===== src/hw/rtl/gmps_pkg.sv =====
`default_nettype none

package gmps_pkg;

   localparam int unsigned MAX_COLS_DEF   = 1024;
   localparam int unsigned MAX_ROWS_DEF   = 1024;
   localparam int unsigned COST_WIDTH_DEF = 16;

   localparam int unsigned SIZE_W      = 11;
   localparam int unsigned SUM_W       = 27;
   localparam int unsigned CSR_ADDR_W  = 1;
   localparam int unsigned QUEUE_DEPTH = 2;

   localparam logic [CSR_ADDR_W-1:0] CSR_GRID_ROWS = 1'b0;
   localparam logic [CSR_ADDR_W-1:0] CSR_GRID_COLS = 1'b1;

   typedef logic [SUM_W-1:0]  sum_type;
   typedef logic [SIZE_W-1:0] size_type;

   typedef struct packed {
      logic first_row;
      logic first_col;
      logic last;
   } cell_flags_type;

endpackage

`default_nettype wire


===== src/hw/rtl/gmps_queue.sv =====
`default_nettype none

module gmps_queue #(
   parameter int unsigned WIDTH = 8,
   parameter int unsigned DEPTH = gmps_pkg::QUEUE_DEPTH
) (
   input  wire logic             clock,
   input  wire logic             reset,
   input  wire logic             push,
   input  wire logic [WIDTH-1:0] push_data,
   output logic                  full,
   input  wire logic             pop,
   output logic      [WIDTH-1:0] pop_data,
   output logic                  empty
);

   localparam int unsigned PTR_W = (DEPTH > 1) ? $clog2(DEPTH) : 1;
   localparam int unsigned CNT_W = $clog2(DEPTH + 1);

   logic [WIDTH-1:0] entry_ff [DEPTH];
   logic [PTR_W-1:0] wr_ptr_ff, wr_ptr_in;
   logic [PTR_W-1:0] rd_ptr_ff, rd_ptr_in;
   logic [CNT_W-1:0] count_ff, count_in;
   logic             do_push;
   logic             do_pop;

   assign full     = (count_ff == CNT_W'(DEPTH));
   assign empty    = (count_ff == '0);
   assign do_push  = push && !full;
   assign do_pop   = pop && !empty;
   assign pop_data = entry_ff[rd_ptr_ff];

   always_comb begin
      wr_ptr_in = wr_ptr_ff;
      rd_ptr_in = rd_ptr_ff;
      count_in  = count_ff;
      if (do_push) begin
         wr_ptr_in = (wr_ptr_ff == PTR_W'(DEPTH - 1)) ? '0 : wr_ptr_ff + PTR_W'(1);
      end
      if (do_pop) begin
         rd_ptr_in = (rd_ptr_ff == PTR_W'(DEPTH - 1)) ? '0 : rd_ptr_ff + PTR_W'(1);
      end
      if (do_push && !do_pop) begin
         count_in = count_ff + CNT_W'(1);
      end else if (do_pop && !do_push) begin
         count_in = count_ff - CNT_W'(1);
      end
   end

   always_ff @(posedge clock) begin
      if (do_push) begin
         entry_ff[wr_ptr_ff] <= push_data;
      end
   end

   always_ff @(posedge clock) begin
      if (reset) begin
         wr_ptr_ff <= '0;
         rd_ptr_ff <= '0;
         count_ff  <= '0;
      end else begin
         wr_ptr_ff <= wr_ptr_in;
         rd_ptr_ff <= rd_ptr_in;
         count_ff  <= count_in;
      end
   end

endmodule

`default_nettype wire


===== config.mk =====
export PLATFORM = sky130hd
export DESIGN_NAME = gmps_queue
export DESIGN_NICKNAME = d
export VERILOG_FILES = /design/src/hw/rtl/gmps_pkg.sv /design/src/hw/rtl/gmps_queue.sv
export SDC_FILE = /design/constraint.sdc
export NUM_CORES = 1
export LEC_CHECK = 0
export BUFFER_PORTS_ARGS = -buffer_cell sky130_fd_sc_hd__buf_2
export CORE_MARGIN = 5
export CORE_UTILIZATION = 52
export CTS_BUF_LIST = sky130_fd_sc_hd__clkbuf_4
export DETAILED_ROUTE_END_ITERATION = 8
export PLACE_DENSITY = 0.9
export SYNTH_ARGS = -nofsm -noshare
export SYNTH_HDL_FRONTEND = slang
export SYNTH_SLANG_ARGS = --single-unit

===== constraint.sdc =====
create_clock -name clock -period 1.97 [get_ports clock]
set_input_delay 0.0985 -clock clock [delete_from_list [all_inputs] [get_ports clock]]
set_output_delay 0.0985 -clock clock [all_outputs]
set_load 0.01 [all_outputs]

==> metrics.md, run 1 <==
| Metric | Value |
|---|---|
| Final Slew Violations | 0 |
| Worst VDD drop | 0.000941 V |
| Post-Synthesis Net Count | 63 |
| Postcts setup bufs | 0 |
| Diodes inserted | 0 |
| Min-delay src | reset |
| Max cap viols | 0 |
| # IOs | 22 |
| Reg-to-reg startpoint | count_ff[0] |
| Clock Latency Late Sink | 290 ps |
| Mapped Cells | 50 |
| H-tree levels | 1 |
| IO buf count | 21 |
| Nets | 96 |
| Pleak | 0.414 nW |
| WL/cell | 13.3 µm |
| Rows | 14 |
| Combinational power share | 0.306 |
| Mapped Area | 793 µm² |
| Min Tclk post-route | 1600 ps |
| Clk pwr share | 0.165 |
| Sequential-to-total area share from yosys stat | 0.732 |
| Setup CP Type | register to register |
| Slowest CP cell | dfxtp_1 |
| EDFF count, synth | 16 |
| Number of DRC markers in iteration 0 | 14 |
| Post-cts sizing count | 0 |
| Total iterations of the first detailed-routing run | 4 |
| Clock buffer depth | 2 |
| Library cells used by synthesis | 13 |
| Clock transition at path regs | 110 ps |
| Final WL | 1310 µm |
| GR Overflow Total | 0 |
| Max_slew headroom | 0.755 |
| Hold-fix buffer count after cts | 8 |
| RSZ-0062 raised after global routing | no |
| Largest net degree at the start of global routing | 13 |
| Die footprint | 2410 µm² |
| Worst-path fanout max | 5 |
| Number of antenna violations at the first check in global routing | 0 |
| Flop-to-flop setup slack | 370 ps |
| First-pass GRT wire length | 2210 µm |
| Die W | 49.1 µm |
| Flop pwr share | 0.528 |
| Worst path top cell family by delay | compound AO/OA/AOI/OAI gates |
| TNS Setup | 0 ps |
| Vias | 498 |
| Drt drc | 0 |
| P_sw | 0.355 mW |
| Area contributors post-synth | edfxtp_1, dfxtp_1, mux2_2, xor2_1, nor2_1 |
| Post-DP HPWL | 980 µm |
| Area Growth Syn to Fin | 28.7% |
| Cell Area, Placed | 913 µm² |
| Top FF cell, synth | edfxtp_1 |
| Warnings from Yosys | 0 |
| Cell-by-cell trace of the critical path | o21ai_0 -> ha_1 -> or3_1 -> a21oi_1 |
| Cells on worst reg2reg path | 4 |
| DRT antenna net count | 0 |
| Largest area contributor in the netlist | edfxtp_1 |
| Sw Ratio | 0.301 |
| Fmax | 0.626 GHz |
| Layout cells sized above 1 | 0.415 |
| Internal | 0.824 mW |
| Hold Slack | 20.1 ps |
| Initial Utilization | 0.539 |
| TritonCTS clock tree | yes |
| Final setup fails | 0 |
| Hold path cells | 2 |
| Die Y | 49.1 µm |
| Vias/cell | 5.08 |
| Synth top area share | 0.606 |
| Final period utilization | 0.811 |
| Clock sinks | 21 |
| CP peak stage delay | 380 ps |
| Vias in the first global route | 502 |
| Slew @ Worst Pin | 367 ps |
| Final hold vios | 0 |
| GRT Total Usage | 0.121 |
| Startpoint types | register |
| Crit path DAT | 1830 ps |
| Reg2reg end | count_ff[1] |
| Dominant cell by count in the synthesized netlist | edfxtp_1 |
| Worst path buffer plus inverter count | 0 |
| Hold Path Sink | count_ff[0] |
| PwrDens | 1160 nW/µm² |
| Outcome | finished, final reports clean |
| Total clock buffers created by CTS | 3 |
| Root Buffer | clkbuf_4 |
| Final Instance Area | 1020 µm² |
| Post-synth top cells | edfxtp_1, mux2_2, dfxtp_1, nor2_1 |
| Hold WC Path Type | input port to register |
| Mean Syn Cell Area | 15.9 µm² |
| Final core utilization | 0.694 |
| Data required, critical path | 2210 ps |
| Routability cong. | 0.636 |
| FF+latch count, synth | 21 |
| Final Skew | 6.30 ps |
| Core ar. | 1470 µm² |
| Synth async-reset ratio | 0 |
| CP endpoint kind | register |
-- layout make-up --
| cell class | count | area, µm² |
|---|---|---|
| sequential | 21 | 581 |
| fill | 114 | 450 |
| multi-input combinational | 26 | 200 |
| timing repair buffer | 29 | 185 |
| clock buffer | 3 | 22.5 |
| tap | 16 | 20.0 |
| inverter | 2 | 7.51 |
| clock inverter | 1 | 5.00 |
-- power groups by stage --
stage               clock network [mW]  logic [mW]  registers (mW)
finish                           0.195       0.361           0.623
global route                     0.225       0.405           0.634
CTS                              0.203       0.367           0.625
detailed placement                   0       0.353           0.633
global placement                     0       0.338           0.628
floorplan                            0       0.261           0.603
-- kinds of logic (layout without fill, tap and decap cells) --
group                    count (synthesis)  count (layout)  share of synthesized area
XOR/XNOR                                 3               3                     0.0331
AND/OR/NAND/NOR                          9               9                     0.0584
AO/OA/AOI/OAI                            5               5                     0.0315
buffers and inverters                    3              35                     0.0158
adder cells (fa/ha/maj)                  1               1                     0.0158
multiplexers                             8               8                      0.114
flip-flops                              21              21                      0.732
-- cells in the final DEF (no fill, tap or decap), drive strengths merged --
| cell | instances |
|---|---|
| mux2 | 8 |
| and2 | 1 |
| inv | 2 |
| buf | 21 |
| clkinv | 1 |
| xor2 | 3 |
| dfxtp | 5 |
| nor2 | 5 |
| clkbuf | 3 |
| nor2b | 1 |
| a21oi | 2 |
| or3 | 2 |
| ha | 1 |
| edfxtp | 16 |
| dlygate4sd3 | 8 |
| o21ai | 3 |
-- worst max path at each step --
stage	depth (start not counted)	slack (ps)	start	end
global placement	4	490	count_ff[0]	count_ff[1]
floorplan	5	480	count_ff[1]	count_ff[1]
global route	4	290	count_ff[0]	count_ff[1]
detailed placement	4	400	count_ff[0]	count_ff[1]
CTS	4	370	count_ff[0]	count_ff[1]
finish	4	370	count_ff[0]	count_ff[1]
-- stage by stage --
step                      worst slack [ps]  power, mW  cells
final                                  373       1.18     98
after global routing                   292       1.26     98
after CTS                              365       1.19     98
after detailed placement               398      0.987     86
after global placement                 488      0.967     86
after floorplan                        478      0.864     50
-- registers in the layout (all words and copies together), names as in the netlist, named ones only --
signal	flops
wr_ptr_ff	1
count_ff	2
rd_ptr_ff	1
entry_ff	16
-- metal layers --
metal | up-vias | part of all wire | track usage
li1 | 247 | - | -
met1 | 229 | 0.41 | 0.145
met2 | 18 | 0.50 | 0.196
met3 | 4 | 0.074 | 0.0398
met4 | 0 | 0.012 | 0.0538
met5 | - | 0 | 0
-- worst reg2reg max path, stage by stage, from the launching register on --
cell and delay (ps):
dfxtp_1 380, o21ai_0 320, ha_1 320, or3_1 370, a21oi_1 150
No activity file was read; power rests on OpenSTA's default activity.
==> run 2, diff against run 1 <==
- clock period: 1.97 -> 1.7 ns (I/O delays scaled with it)
==> run 2 against run 1 <==
Fmax about the same. Via count up 0.80%. Clock skew down 1.4 ps. Combinational power up 16%. Sequential power up 16%. Highest routed layer unchanged. Sequential share of layout area down 0.55 points. Utilization up 0.68 points. Largest cell class unchanged. Critical endpoint unchanged. Worst hold slack better by 150 ps. Non-clock buffer count up 1.
==> metrics.md, run 2 (synthesized netlist as in run 1, its figures left out) <==
| Metric | Value |
|---|---|
| Layout cells sized above 1 | 0.410 (-0.00500) |
| Root Buffer | clkbuf_4 |
| Internal | 0.957 mW (+16%) |
| Diodes inserted | 0 (unchanged) |
| Number of antenna violations at the first check in global routing | 0 (unchanged) |
| Initial Utilization | 0.539 (unchanged) |
| Final Instance Area | 1030 µm² (+0.98%) |
| Biggest register | entry_ff |
| Vias/cell | 5.07 (-0.22%) |
| Layout Cells excl Fill | 99 (+1.0%) |
| Clock sinks | 21 (unchanged) |
| Total clock buffers created by CTS | 3 (unchanged) |
| Crit path DAT | 1830 ps (about the same) |
| Sw Ratio | 0.300 (-0.00101) |
| FILL cells | 113 (-0.88%) |
| Setup CP Type | register to register |
| Placed cells | 86 (unchanged) |
| Hold WC Path Type | input port to register |
| Worst VDD drop | 0.00109 V (+15%) |
| CP endpoint kind | register |
| Clock transition at path regs | 110 ps (about the same) |
| # IOs | 22 (unchanged) |
| Vias in the first global route | 511 (+1.8%) |
| First-pass GRT wire length | 2220 µm (+0.32%) |
| Largest net degree at the start of global routing | 13 (unchanged) |
| Pre-CTS setup slack | 128 ps (-270 ps) |
| Core ar. | 1470 µm² (unchanged) |
| Area Growth Syn to Fin | 30.0% |
| Total iterations of the first detailed-routing run | 4 (unchanged) |
| Outcome | finished, final reports clean |
| Total power | 1.37 mW (+16%) |
| Clock buffer depth | 2 (unchanged) |
| PwrDens | 1330 nW/µm² (+15%) |
| Commonest non-fill, non-tap cell in the layout | buf_2 |
| Cell Area, Placed | 913 µm² (unchanged) |
| Max cap viols | 0 (unchanged) |
| RSZ-0062 raised after global routing | no |
| Die footprint | 2410 µm² (unchanged) |
| Vias | 502 (+0.80%) |
| Biggest regs | entry_ff (16), count_ff (2) |
| Final Slew Violations | 0 (unchanged) |
| FF/Latch Area | 581 µm² (unchanged) |
| WL/cell | 13.3 µm (-0.63%) |
| Final setup fails | 0 (unchanged) |
| P_sw | 0.410 mW (+16%) |
| Post-DP HPWL | 980 µm (unchanged) |
| Nets | 97 (+1.0%) |
| Final period utilization | 0.939 (+0.129) |
| Data required, critical path | 1930 ps (-280 ps) |
| Routability cong. | 0.636 (unchanged) |
| Clk pwr share | 0.164 (about the same) |
| GR Overflow Total | 0 (unchanged) |
| Max reg flops | 16 (unchanged) |
| Rows | 14 (unchanged) |
| GRT Total Usage | 0.121 (unchanged) |
| Drt drc | 0 (unchanged) |
| Pleak | 0.418 nW (+1.0%) |
| Die W | 49.1 µm (unchanged) |
| Die Y | 49.1 µm (unchanged) |
| Combinational power share | 0.307 (about the same) |
| H-tree levels | 1 (unchanged) |
| Final Skew | 4.93 ps (-1.37 ps) |
| Clock Latency Late Sink | 290 ps (about the same) |
| Flop pwr share | 0.528 (about the same) |
| Final hold vios | 0 (unchanged) |
| Area of the multi-input gates | 200 µm² (unchanged) |
| TritonCTS clock tree | yes |
| TNS Setup | 0 ps (unchanged) |
| DRT antenna net count | 0 (unchanged) |
| Number of DRC markers in iteration 0 | 14 (unchanged) |
| Final WL | 1310 µm (+0.38%) |
| Worst-path fanout max | 5 (unchanged) |
| Fmax | 0.626 GHz (about the same) |
| IO buf count | 21 (unchanged) |
| Startpoint types | register |
| Slew @ Worst Pin | 367 ps (-0.247 ps) |
| PnR worst setup slack | 103 ps (-270 ps) |
| Max_slew headroom | 0.755 (about the same) |
| Commonest non-fill, non-tap cells in the layout | buf_2, edfxtp_1, dlygate4sd3_1, mux2_2 |
| Min Tclk post-route | 1600 ps (-0.220 ps) |
-- run 2: cell count changes in the layout (fill, tap and decap cells not counted) --
cell           before  now
dlygate4sd3_1       8    9
-- run 2: repair_timing --
| action | 4_1_cts | 5_1_grt |
|---|---|---|
| setup buffers | 0 | 0 |
| resized for setup | 0 | 0 |
| hold buffers | 9 | 0 |
| hold endpoints to repair | 20 | 0 |
-- run 2: cell type report --
type / instances / area share
Clock buffer: 3 / 0.0218
Tap cell: 16 / 0.0194
Sequential cell: 21 / 0.563
Multi-Input combinational cell: 26 / 0.194
Timing Repair Buffer: 30 / 0.189
Inverter: 2 / 0.00728
Clock inverter: 1 / 0.00485
-- run 2: path summary, 6_finish.rpt --
path / start / endpoint / slack, ps / cells past startpoint
setup / recovery: count_ff[0] / count_ff[1] / 100 / 4
hold / removal: push / wr_ptr_ff / 170 / 4
setup reg to reg: count_ff[0] / count_ff[1] / 100 / 4
hold reg to reg: wr_ptr_ff / wr_ptr_ff / 510 / 2
-- run 2: critical path, stage by stage, from the launching register on --
cell	delay, ps
dfxtp_1	380
o21ai_0	320
ha_1	320
or3_1	370
a21oi_1	150
-- run 2: power by group through the flow --
stage               clock (mW)  sequential [mW]  combinational (mW)
global placement             0            0.728               0.392
floorplan                    0            0.699               0.303
global route             0.258            0.734               0.472
finish                   0.225            0.722               0.420
CTS                      0.235            0.724               0.428
detailed placement           0            0.734               0.409
-- run 2: through the flow --
step	utilization	hold slack, ps
6_report	0.701	165
5_1_grt	0.701	209
4_1_cts	0.701	164
3_5_place_dp	0.621	281
3_3_place_gp	0.621	273
2_1_floorplan	-	154
-- run 2: routing by layer --
layer  share of wire  global-route usage  up-vias
met4           0.012              0.0538        0
met3           0.070              0.0398        4
met5               0                   0        -
met1            0.41               0.143      231
met2            0.50               0.198       18
li1                -                   -      249
