===== config.mk =====
export PLATFORM = sky130hd
export DESIGN_NAME = gmps_front
export DESIGN_NICKNAME = d
export VERILOG_FILES = /design/src/hw/rtl/gmps_pkg.sv /design/src/hw/rtl/gmps_front.sv
export SDC_FILE = /design/constraint.sdc
export NUM_CORES = 1
export LEC_CHECK = 0
export BUFFER_PORTS_ARGS = -buffer_cell sky130_fd_sc_hd__clkbuf_2
export CAP_MARGIN = 10
export CORE_MARGIN = 10
export CORE_UTILIZATION = 50
export CTS_CLUSTER_DIAMETER = 200
export DETAILED_ROUTE_END_ITERATION = 10
export PLACE_DENSITY = 0.75
export SYNTH_ARGS = -nofsm -noshare
export SYNTH_HDL_FRONTEND = slang
export SYNTH_SLANG_ARGS = --single-unit

===== constraint.sdc =====
create_clock -name clock -period 9.1 [get_ports clock]
set_input_delay 1.82 -clock clock [delete_from_list [all_inputs] [get_ports clock]]
set_output_delay 1.82 -clock clock [all_outputs]
set_load 0.01 [all_outputs]

===== src/hw/rtl/gmps_pkg.sv =====
`default_nettype none

package gmps_pkg;

   localparam int unsigned MAX_COLS_DEF   = 1024;
   localparam int unsigned MAX_ROWS_DEF   = 1024;
   localparam int unsigned COST_WIDTH_DEF = 16;

   localparam int unsigned SIZE_W      = 11;
   localparam int unsigned SUM_W       = 27;
   localparam int unsigned CSR_ADDR_W  = 1;
   localparam int unsigned QUEUE_DEPTH = 2;

   localparam logic [CSR_ADDR_W-1:0] CSR_GRID_ROWS = 1'b0;
   localparam logic [CSR_ADDR_W-1:0] CSR_GRID_COLS = 1'b1;

   typedef logic [SUM_W-1:0]  sum_type;
   typedef logic [SIZE_W-1:0] size_type;

   typedef struct packed {
      logic first_row;
      logic first_col;
      logic last;
   } cell_flags_type;

endpackage

`default_nettype wire


===== src/hw/rtl/gmps_front.sv =====
`default_nettype none

module gmps_front #(
   parameter int unsigned MAX_COLS   = gmps_pkg::MAX_COLS_DEF,
   parameter int unsigned MAX_ROWS   = gmps_pkg::MAX_ROWS_DEF,
   parameter int unsigned COST_WIDTH = gmps_pkg::COST_WIDTH_DEF,
   localparam int unsigned COL_W     = (MAX_COLS > 1) ? $clog2(MAX_COLS) : 1
) (
   input  wire logic                                clock,
   input  wire logic                                reset,
   input  wire logic                                csr_wr_en,
   input  wire logic [gmps_pkg::CSR_ADDR_W-1:0]     csr_addr,
   input  wire gmps_pkg::size_type                  csr_wdata,
   input  wire logic                                req_push,
   input  wire logic [COST_WIDTH-1:0]               req_cell_cost,
   output logic                                     req_full,
   input  wire logic                                q_full,
   output logic                                     q_push,
   output logic      [COST_WIDTH-1:0]               q_cost,
   output logic      [COL_W-1:0]                    q_col,
   output gmps_pkg::cell_flags_type                 q_flags
);

   localparam int unsigned ROW_W  = (MAX_ROWS > 1) ? $clog2(MAX_ROWS) : 1;
   localparam int unsigned CSZ_W  = $clog2(MAX_COLS + 1);
   localparam int unsigned RSZ_W  = $clog2(MAX_ROWS + 1);

   gmps_pkg::size_type grid_rows_ff, grid_rows_in;
   gmps_pkg::size_type grid_cols_ff, grid_cols_in;
   logic [COL_W-1:0]   col_ff, col_in;
   logic [ROW_W-1:0]   row_ff, row_in;
   logic [CSZ_W-1:0]   cols_eff;
   logic [RSZ_W-1:0]   rows_eff;
   logic               accept;
   logic               last_col;
   logic               last_row;

   // zero reads as one, oversize saturates
   function automatic logic [31:0] clamp_size(input logic [31:0] v, input logic [31:0] m);
      logic [31:0] r;
      if (v == '0) begin
         r = 32'd1;
      end else if (v > m) begin
         r = m;
      end else begin
         r = v;
      end
      return r;
   endfunction

   assign cols_eff = CSZ_W'(clamp_size(32'(grid_cols_ff), 32'(MAX_COLS)));
   assign rows_eff = RSZ_W'(clamp_size(32'(grid_rows_ff), 32'(MAX_ROWS)));

   assign req_full = q_full || reset;
   assign accept   = req_push && !req_full;
   assign last_col = (CSZ_W'(col_ff) + CSZ_W'(1)) >= cols_eff;
   assign last_row = (RSZ_W'(row_ff) + RSZ_W'(1)) >= rows_eff;

   assign q_push            = accept;
   assign q_cost            = req_cell_cost;
   assign q_col             = col_ff;
   assign q_flags.first_row = (row_ff == '0);
   assign q_flags.first_col = (col_ff == '0);
   assign q_flags.last      = last_col && last_row;

   always_comb begin
      grid_rows_in = grid_rows_ff;
      grid_cols_in = grid_cols_ff;
      if (csr_wr_en) begin
         case (csr_addr)
            gmps_pkg::CSR_GRID_ROWS: grid_rows_in = csr_wdata;
            gmps_pkg::CSR_GRID_COLS: grid_cols_in = csr_wdata;
            default: ;
         endcase
      end
   end

   always_comb begin
      col_in = col_ff;
      row_in = row_ff;
      if (accept) begin
         if (last_col) begin
            col_in = '0;
            row_in = last_row ? '0 : row_ff + ROW_W'(1);
         end else begin
            col_in = col_ff + COL_W'(1);
         end
      end
   end

   always_ff @(posedge clock) begin
      if (reset) begin
         grid_rows_ff <= gmps_pkg::SIZE_W'(1);
         grid_cols_ff <= gmps_pkg::SIZE_W'(1);
         col_ff       <= '0;
         row_ff       <= '0;
      end else begin
         grid_rows_ff <= grid_rows_in;
         grid_cols_ff <= grid_cols_in;
         col_ff       <= col_in;
         row_ff       <= row_in;
      end
   end

endmodule

`default_nettype wire


==> flow_summary.yaml, run 1 <==
critical_path:
  critPathSlowestCell: "clkbuf_2"
  endpoint_kind: "primary output"
  cp.arrival_ps: 3180
  crit_required_ps: 7280
  crit_path_start_kind: "input pin"
  crit_type: "in -> out"
  crit_family: "buffers and inverters"
  path_cells: "clkbuf_2 -> nor2_1 -> nand2_1 -> inv_1 -> clkbuf_2"
  critPathMaxFanout: 33
  path_common_cell: "clkbuf_2"
  max_stage_delay_ps: 510
  crit_buf_inv: 3
final_layout:
  syn_to_final_growth_pct: 6.42
  postLayoutCoreUtil_pct: 54.9
  regArea_sq_um: 841
  fin_nets: 403
  drive_gt1_share_pct: 13.3
  antenna_cells: 0
  fill_cells: 497
  multi_input_area_sq_um: 1570
detailed_routing:
  drt-total-wl_mm: 5.83
  avgViaCountPerCell: 5.49
  dr.pass1.iters: 4
  drcViolationCount: 0
  wl_per_cell_um: 14.0
  drt_iter0_drc: 146
  ant_nets: 0
  via_count: 2279
global_route:
  overflow: 0
  grt_pass1_vias: 2291
  grt_first_pass_wirelength_mm: 10.2
  grt_max_degree: 34
  grt_usage_pct: 14.1
  antenna_found_initial: 0
timing:
  final_hold_viol_count: 0
  fin_crit_sh_pct: 55.0
  slew_viol_final: 0
  relSlewSlack_pct: 56.1
  report.final.setup_viol: 0
  tns_ps: 0
  worst_slew_pin_slew_ps: 658
  layout_min_cycle_time_ps: 5000
  rsz0062_at_grt: "no"
  finalClockSkew_ps: 7.50
  max_freq_ghz: 0.200
placed_design:
  place_congestion: 0.864
  hpwl_mm: 4.51
  io_buffers: 31
outcome:
  status: "finished, final reports clean"
die:
  core_area_sq_um: 5110
  die_w_um: 92.6
  rows: 26
  ios: 64
  initial_core_util_pct: 51.5
  dieHeight_um: 92.6
  die_area_sq_um: 8570
logic_synthesis:
  synth.cell_area_sq_um: 2630
  syn_avg_cell_area_sq_um: 7.88
  synthFlopType: "dfxtp_1"
  synth_top_area_share_pct: 31.9
  synth_seq_area_share_pct: 31.9
  yosys-top-cells-area: "dfxtp_1 (32%), ha_1 (12%), nand2_1 (9.8%)"
  synthArstFlopShare_pct: 0
  synth_nets: 393
  synth_warnings: 0
  synth_cell_types: 39
  synth-seq-cells: 42
  synthCells: 334
  synth_edf_count: 0
  netlist.top_cell.by_area: "dfxtp_1"
cts:
  holdBufCountCts: 0
  clockBufferDepth: 2
  clkLatencyLatePin_ps: 300
  cts_sinks: 42
  clockRootBuffer: "clkbuf_8"
  tritoncts: "done"
  cts_resized: 0
  cts.clk_slew.worst_paths_ps: 70
  post_cts_buffers: 0
  cts_made_buffers: 5
  cts_max_level: 2
job:
  cap_violations: 0
hold_path:
  hp-class: "reg -> reg"
power:
  leakagePower_uw: 0.00120
  vdd_drop_max_v: 0.000128
  pwr_density_cell_nw_per_um2: 133
kinds of logic (layout without fill, tap and decap cells):
family,after synthesis,count (layout),synth area share [%]
flops,42,42,31.9
xor+xnor,16,16,5.32
compound gates,63,63,16.9
buf+inv,42,53,8.27
fa+ha+maj,26,26,12.4
simple gates,145,145,25.2
cell usage after synthesis, types with 6 or more instances:
cell type / instances
nand2_1: 69
dfxtp_1: 42
nor2_1: 28
a21oi_1: 26
ha_1: 26
buf_4: 16
clkbuf_1: 12
inv_1: 12
nand3_1: 12
a22oi_1: 9
xor2_1: 9
nor4_1: 8
xnor2_1: 7
a22o_1: 6
nand4_1: 6
metrics by stage:
step,cell area [sq um],setup slack [ps],hold slack [ps],total power (uW),instances
global route,2800,3930,501,388,415
CTS,2800,4110,478,373,415
detailed placement,2710,4110,468,250,407
finish,2800,4100,478,371,415
floorplan,2630,4730,449,242,334
global placement,2710,4180,460,249,407
layout make-up:
class,instances,area share (%)
clock buffers,7,3.08
clock inverters,1,0.179
inverters,14,1.88
multi-input cells,250,56.2
flip-flops and latches,42,30.0
well taps,70,3.13
repair buffers,31,5.54
flip-flops by register name, summed over array words and instances, names as in the netlist:
signal	flops
grid_cols_ff	11
q_col	10
grid_rows_ff	11
row_ff	10
layer usage:
layer | wire length [um] | GRT usage, % | vias to the layer above | share of wire (%)
met5 | 0 | 0 | - | 0
met4 | 86 | 4.76 | 0 | 1.5
met3 | 317 | 3.87 | 9 | 5.4
met2 | 2590 | 22.8 | 60 | 44
met1 | 2830 | 17.7 | 1047 | 49
li1 | - | - | 1163 | -
cell usage in the layout, fill, tap and decap left out, types with 4 or more instances in the layout:
cell / instances
a22o_1: 6
xor2_1: 9
nand2_1: 69
nand3_1: 12
xnor2_1: 7
dfxtp_1: 42
nor3_1: 4
inv_1: 12
nor2_1: 28
nor4_1: 8
a22oi_1: 9
a21oi_1: 26
clkbuf_2: 31
nand4_1: 6
ha_1: 26
clkbuf_8: 6
power by group:
part           switching (uW)  internal (uW)  total (uW)
clock network            64.2           61.3         125
logic                    30.8           21.7        52.5
registers                4.50            189         193
worst reg2reg max path: stages (launching register included):
cell	delay (ps)
dfxtp_1	440
ha_1	250
and3_1	290
nand3_1	130
xnor2_1	270
ha_1	290
nand4_1	120
a21oi_1	60
o311ai_1	320
nand4_1	350
or2_1	350
o31ai_2	160
final timing paths:
path | from | depth (start not counted) | slack [ps] | to
max | reset | 5 | 4100 | q_push
min | grid_cols_ff[10] | 2 | 480 | grid_cols_ff[10]
max reg2reg | row_ff[0] | 11 | 5990 | row_ff[5]
min reg2reg | grid_cols_ff[10] | 2 | 480 | grid_cols_ff[10]
Note: power is estimated with default switching activity, not from simulation.
==> run 2, diff against run 1 <==
==> constraint.sdc (replaced) <==
create_clock -name clock -period 4.9 [get_ports clock]
set_input_delay 0.98 -clock clock [delete_from_list [all_inputs] [get_ports clock]]
set_output_delay 0.98 -clock clock [all_outputs]
set_load 0.01 [all_outputs]
==> flow_summary.yaml, run 2 (same netlist as run 1, synthesis figures left out) <==
outcome:
  status: "finished, final reports clean"
timing:
  worst_slew_pin_slew_ps: 672
  layout_min_cycle_time_ps: 4020
  finalClockSkew_ps: 6.11
  tns_ps: 0
  final_hold_viol_count: 0
  relSlewSlack_pct: 55.0
  slew_viol_final: 0
  report.final.setup_viol: 0
  max_freq_ghz: 0.249
  rsz0062_at_grt: "no"
  hold_ws_ps: 474
  fin_crit_sh_pct: 82.1
die:
  ios: 64
  die_w_um: 92.6
  rows: 26
  die_area_sq_um: 8570
  core_area_sq_um: 5110
  initial_core_util_pct: 51.5
  dieHeight_um: 92.6
final_layout:
  drive_gt1_share_pct: 13.0
  antenna_cells: 0
  final_common_cell: "nand2_1"
  top_regs: "grid_cols_ff: 11 flops, grid_rows_ff: 11 flops"
  fin_nets: 404
  final_cell_mix: "nand2_1 (69), dfxtp_1 (42), clkbuf_2 (31), nor2_1 (28)"
  syn_to_final_growth_pct: 6.13
cts:
  holdBufCountCts: 0
  post_cts_buffers: 0
  cts.clk_slew.worst_paths_ps: 80
  clockRootBuffer: "clkbuf_8"
  tritoncts: "done"
  cts_sinks: 42
  cts_resized: 0
  clockBufferDepth: 2
  cts_max_level: 2
  clkLatencyLatePin_ps: 300
  cts_made_buffers: 5
global_route:
  grt_usage_pct: 14.1
  grt_first_pass_wirelength_mm: 10.1
  overflow: 0
  grt_max_degree: 33
  antenna_found_initial: 0
  grt_pass1_vias: 2292
power:
  pwr_density_cell_nw_per_um2: 240
  vdd_drop_max_v: 0.000188
  leakagePower_uw: 0.00120
detailed_routing:
  drt-total-wl_mm: 5.82
  drt_iter0_drc: 107
  via_count: 2228
  wl_per_cell_um: 14.0
  ant_nets: 0
  dr.pass1.iters: 4
  avgViaCountPerCell: 5.37
  drcViolationCount: 0
critical_path:
  crit_path_start_kind: "register"
  endpoint_kind: "primary output"
  path_common_cell: "nand3_1"
  crit_family: "simple AND/OR/NAND/NOR gates"
  crit_required_ps: 3920
  max_stage_delay_ps: 550
  critPathSlowestCell: "or4_4"
  cp.arrival_ps: 3040
  path_cells: "and3_1 -> nand3_1 -> nor3_1 -> xor2_1 -> ha_1 -> nand3_1 -> or4_4 -> o21ai_4 -> nor2_1 -> a31oi_1 -> clkbuf_2"
  crit_type: "reg -> out"
  crit_buf_inv: 1
  critPathMaxFanout: 7
placed_design:
  place_congestion: 0.898
  io_buffers: 31
  hpwl_mm: 4.56
hold_path:
  hp-class: "reg -> reg"
job:
  cap_violations: 0
-- run 2: layout make-up --
cell class / instances / area [sq um]
fill: 516 / 2310
inverter: 14 / 52.6
multi-input combinational: 250 / 1570
clock buffer: 7 / 76.3
sequential: 42 / 841
timing repair buffer: 32 / 163
tap: 70 / 87.6
-- run 2: final timing paths --
kind,startpoint,end,slack (ps),cells past startpoint
setup / recovery,q_col[2],q_flags[0],880,11
hold / removal,grid_cols_ff[2],grid_cols_ff[2],470,2
setup reg to reg,row_ff[0],row_ff[5],1740,11
hold reg to reg,grid_cols_ff[2],grid_cols_ff[2],470,2
-- run 2: through the flow --
step | worst slack [ps] | utilization, % | instances | cell area, sq um | power, uW
after detailed placement | 1190 | 53.2 | 408 | 2720 | 467
after CTS | 852 | 54.7 | 415 | 2790 | 674
after floorplan | 1370 | - | 334 | 2630 | 450
after global routing | 699 | 54.7 | 415 | 2790 | 702
after global placement | 1240 | 53.2 | 408 | 2720 | 464
final | 877 | 54.7 | 415 | 2790 | 670
-- run 2: layer usage --
metal	GRT usage (%)	part of all wire, %
met3	3.79	5.4
met4	4.88	1.2
met5	0	0
met1	18.3	50
met2	22.2	43
-- run 2: worst reg2reg max path: stages (launching register included) --
cell	delay, ps
dfxtp_1	450
ha_1	260
and3_1	290
nand3_1	120
xnor2_1	270
ha_1	300
nand4_1	120
a21oi_1	60
o311ai_1	330
nand4_1	350
or2_1	360
o31ai_2	170
-- run 2: power by group --
part	switching, uW	total, uW	internal [uW]
sequential	7.88	359	351
combinational	58.3	99.2	40.9
clock	114	212	98.2
total	180	670	490
==> run 3, diff against run 2 <==
==> constraint.sdc (replaced) <==
create_clock -name clock -period 3.92 [get_ports clock]
set_input_delay 0.784 -clock clock [delete_from_list [all_inputs] [get_ports clock]]
set_output_delay 0.784 -clock clock [all_outputs]
set_load 0.01 [all_outputs]
==> flow_summary.yaml, run 3 (same netlist as run 1, synthesis figures left out) <==
detailed_routing:
  drt-total-wl_mm: 5.98
  drcViolationCount: 0
  avgViaCountPerCell: 5.40
  via_count: 2252
  wl_per_cell_um: 14.3
  dr.pass1.iters: 4
  drt_iter0_drc: 79
  ant_nets: 0
final_layout:
  postLayoutCoreUtil_pct: 55.6
  syn_to_final_growth_pct: 7.94
  final_cell_mix: "nand2_1 (69), dfxtp_1 (41), clkbuf_2 (31), nor2_1 (28)"
  final_common_cell: "nand2_1"
  drive_gt1_share_pct: 14.7
  top_regs: "grid_cols_ff: 11 flops, grid_rows_ff: 11 flops"
  antenna_cells: 0
  fin_nets: 405
cts:
  cts.clk_slew.worst_paths_ps: 80
  cts_sinks: 42
  clkLatencyLatePin_ps: 300
  cts_made_buffers: 5
  clockRootBuffer: "clkbuf_8"
  clockBufferDepth: 2
  cts_max_level: 2
  tritoncts: "done"
power:
  swShare_pct: 25.8
  power.switching_uw: 232
  p_comb_share_pct: 13.8
  p_total_uw: 900
  clkPwrFrac_pct: 36.4
  leakagePower_uw: 0.00122
  intPower_uw: 667
  vdd_drop_max_v: 0.000186
  pwr_density_cell_nw_per_um2: 317
  p_seq_share_pct: 49.8
placed_design:
  hpwl_mm: 4.57
  place_congestion: 0.898
  io_buffers: 31
critical_path:
  crit_type: "reg -> out"
  crit_path_start_kind: "register"
  endpoint_kind: "primary output"
  critPathMaxFanout: 5
  cp.arrival_ps: 2970
  worst_r2r_path_depth: 11
  crit_required_ps: 3140
outcome:
  status: "finished, final reports clean"
timing:
  tns_ps: 0
  layout_min_cycle_time_ps: 3760
  relSlewSlack_pct: 57.0
  slew_viol_final: 0
  final_hold_viol_count: 0
  fin_crit_sh_pct: 95.8
  rsz0062_at_grt: "no"
  max_freq_ghz: 0.266
  worst_slew_pin_slew_ps: 641
  report.final.setup_viol: 0
  finalClockSkew_ps: 5.46
global_route:
  grt_first_pass_wirelength_mm: 10.2
  grt_max_degree: 33
  grt_usage_pct: 14.4
  grt_pass1_vias: 2208
  overflow: 0
  antenna_found_initial: 0
die:
  die_w_um: 92.6
  core_area_sq_um: 5110
  ios: 64
  die_area_sq_um: 8570
  dieHeight_um: 92.6
  initial_core_util_pct: 51.5
  rows: 26
job:
  cap_violations: 0
hold_path:
  holdPathStages: 2
  hp-class: "reg -> reg"
[run 3: changes by cell type in the layout (fill, tap and decap cells not counted), sizes merged]
cell,previous run,this run
buf,1,2
clkbuf,38,39
[run 3: power groups by stage]
stage               clock (uW)  combinational (uW)  sequential [uW]
global placement             0                 123              458
global route               350                 142              450
CTS                        335                 125              448
floorplan                    0                 107              456
detailed placement           0                 125              458
finish                     327                 124              448
[run 3: path summary, 6_finish.rpt]
check | startpoint | end | slack (ps)
max | q_col[0] | q_flags[0] | 160
min | grid_rows_ff[8] | grid_rows_ff[8] | 470
max reg2reg | row_ff[0] | row_ff[5] | 800
min reg2reg | grid_rows_ff[8] | grid_rows_ff[8] | 470
[run 3: per-layer routing]
layer | track usage [%] | vias to the layer above | wire, um
met5 | 0 | - | 0
met4 | 4.88 | 0 | 106
met3 | 4.04 | 11 | 330
li1 | - | 1167 | -
met1 | 18.3 | 1015 | 2900
met2 | 22.9 | 59 | 2650
[run 3: cell type report]
class | instances | area, sq um
Fill cell | 513 | 2270
Multi-Input combinational cell | 250 | 1580
Sequential cell | 42 | 842
Timing Repair Buffer | 33 | 170
Clock buffer | 8 | 110
Tap cell | 70 | 87.6
Inverter | 14 | 52.6
[run 3: critical path, cell delays in order (launching register included)]
cell and delay [ps]:
dfxtp_1 410, and3_1 220, nand3_1 160, nor3_2 230
xor2_1 110, ha_1 320, nand3_1 100, or4_4 550
o21ai_4 190, nor2_1 70, a31oi_1 150, clkbuf_2 160
[run 3: metrics by stage]
step / cell area (sq um) / std cells / hold WS [ps] / setup slack (ps)
CTS: 2830 / 416 / 475 / 55.0
global placement: 2720 / 408 / 462 / 463
global route: 2840 / 417 / 497 / 0.318
finish: 2840 / 417 / 472 / 165
detailed placement: 2720 / 408 / 464 / 416
floorplan: 2630 / 334 / 449 / 591
[run 3: timing repair]
| action | CTS | global route |
|---|---|---|
| resized for setup | 0 | 2 |
| hold buffers | 0 | 0 |
| setup buffers | 0 | 1 |
| setup endpoints to repair | 0 | 1 |
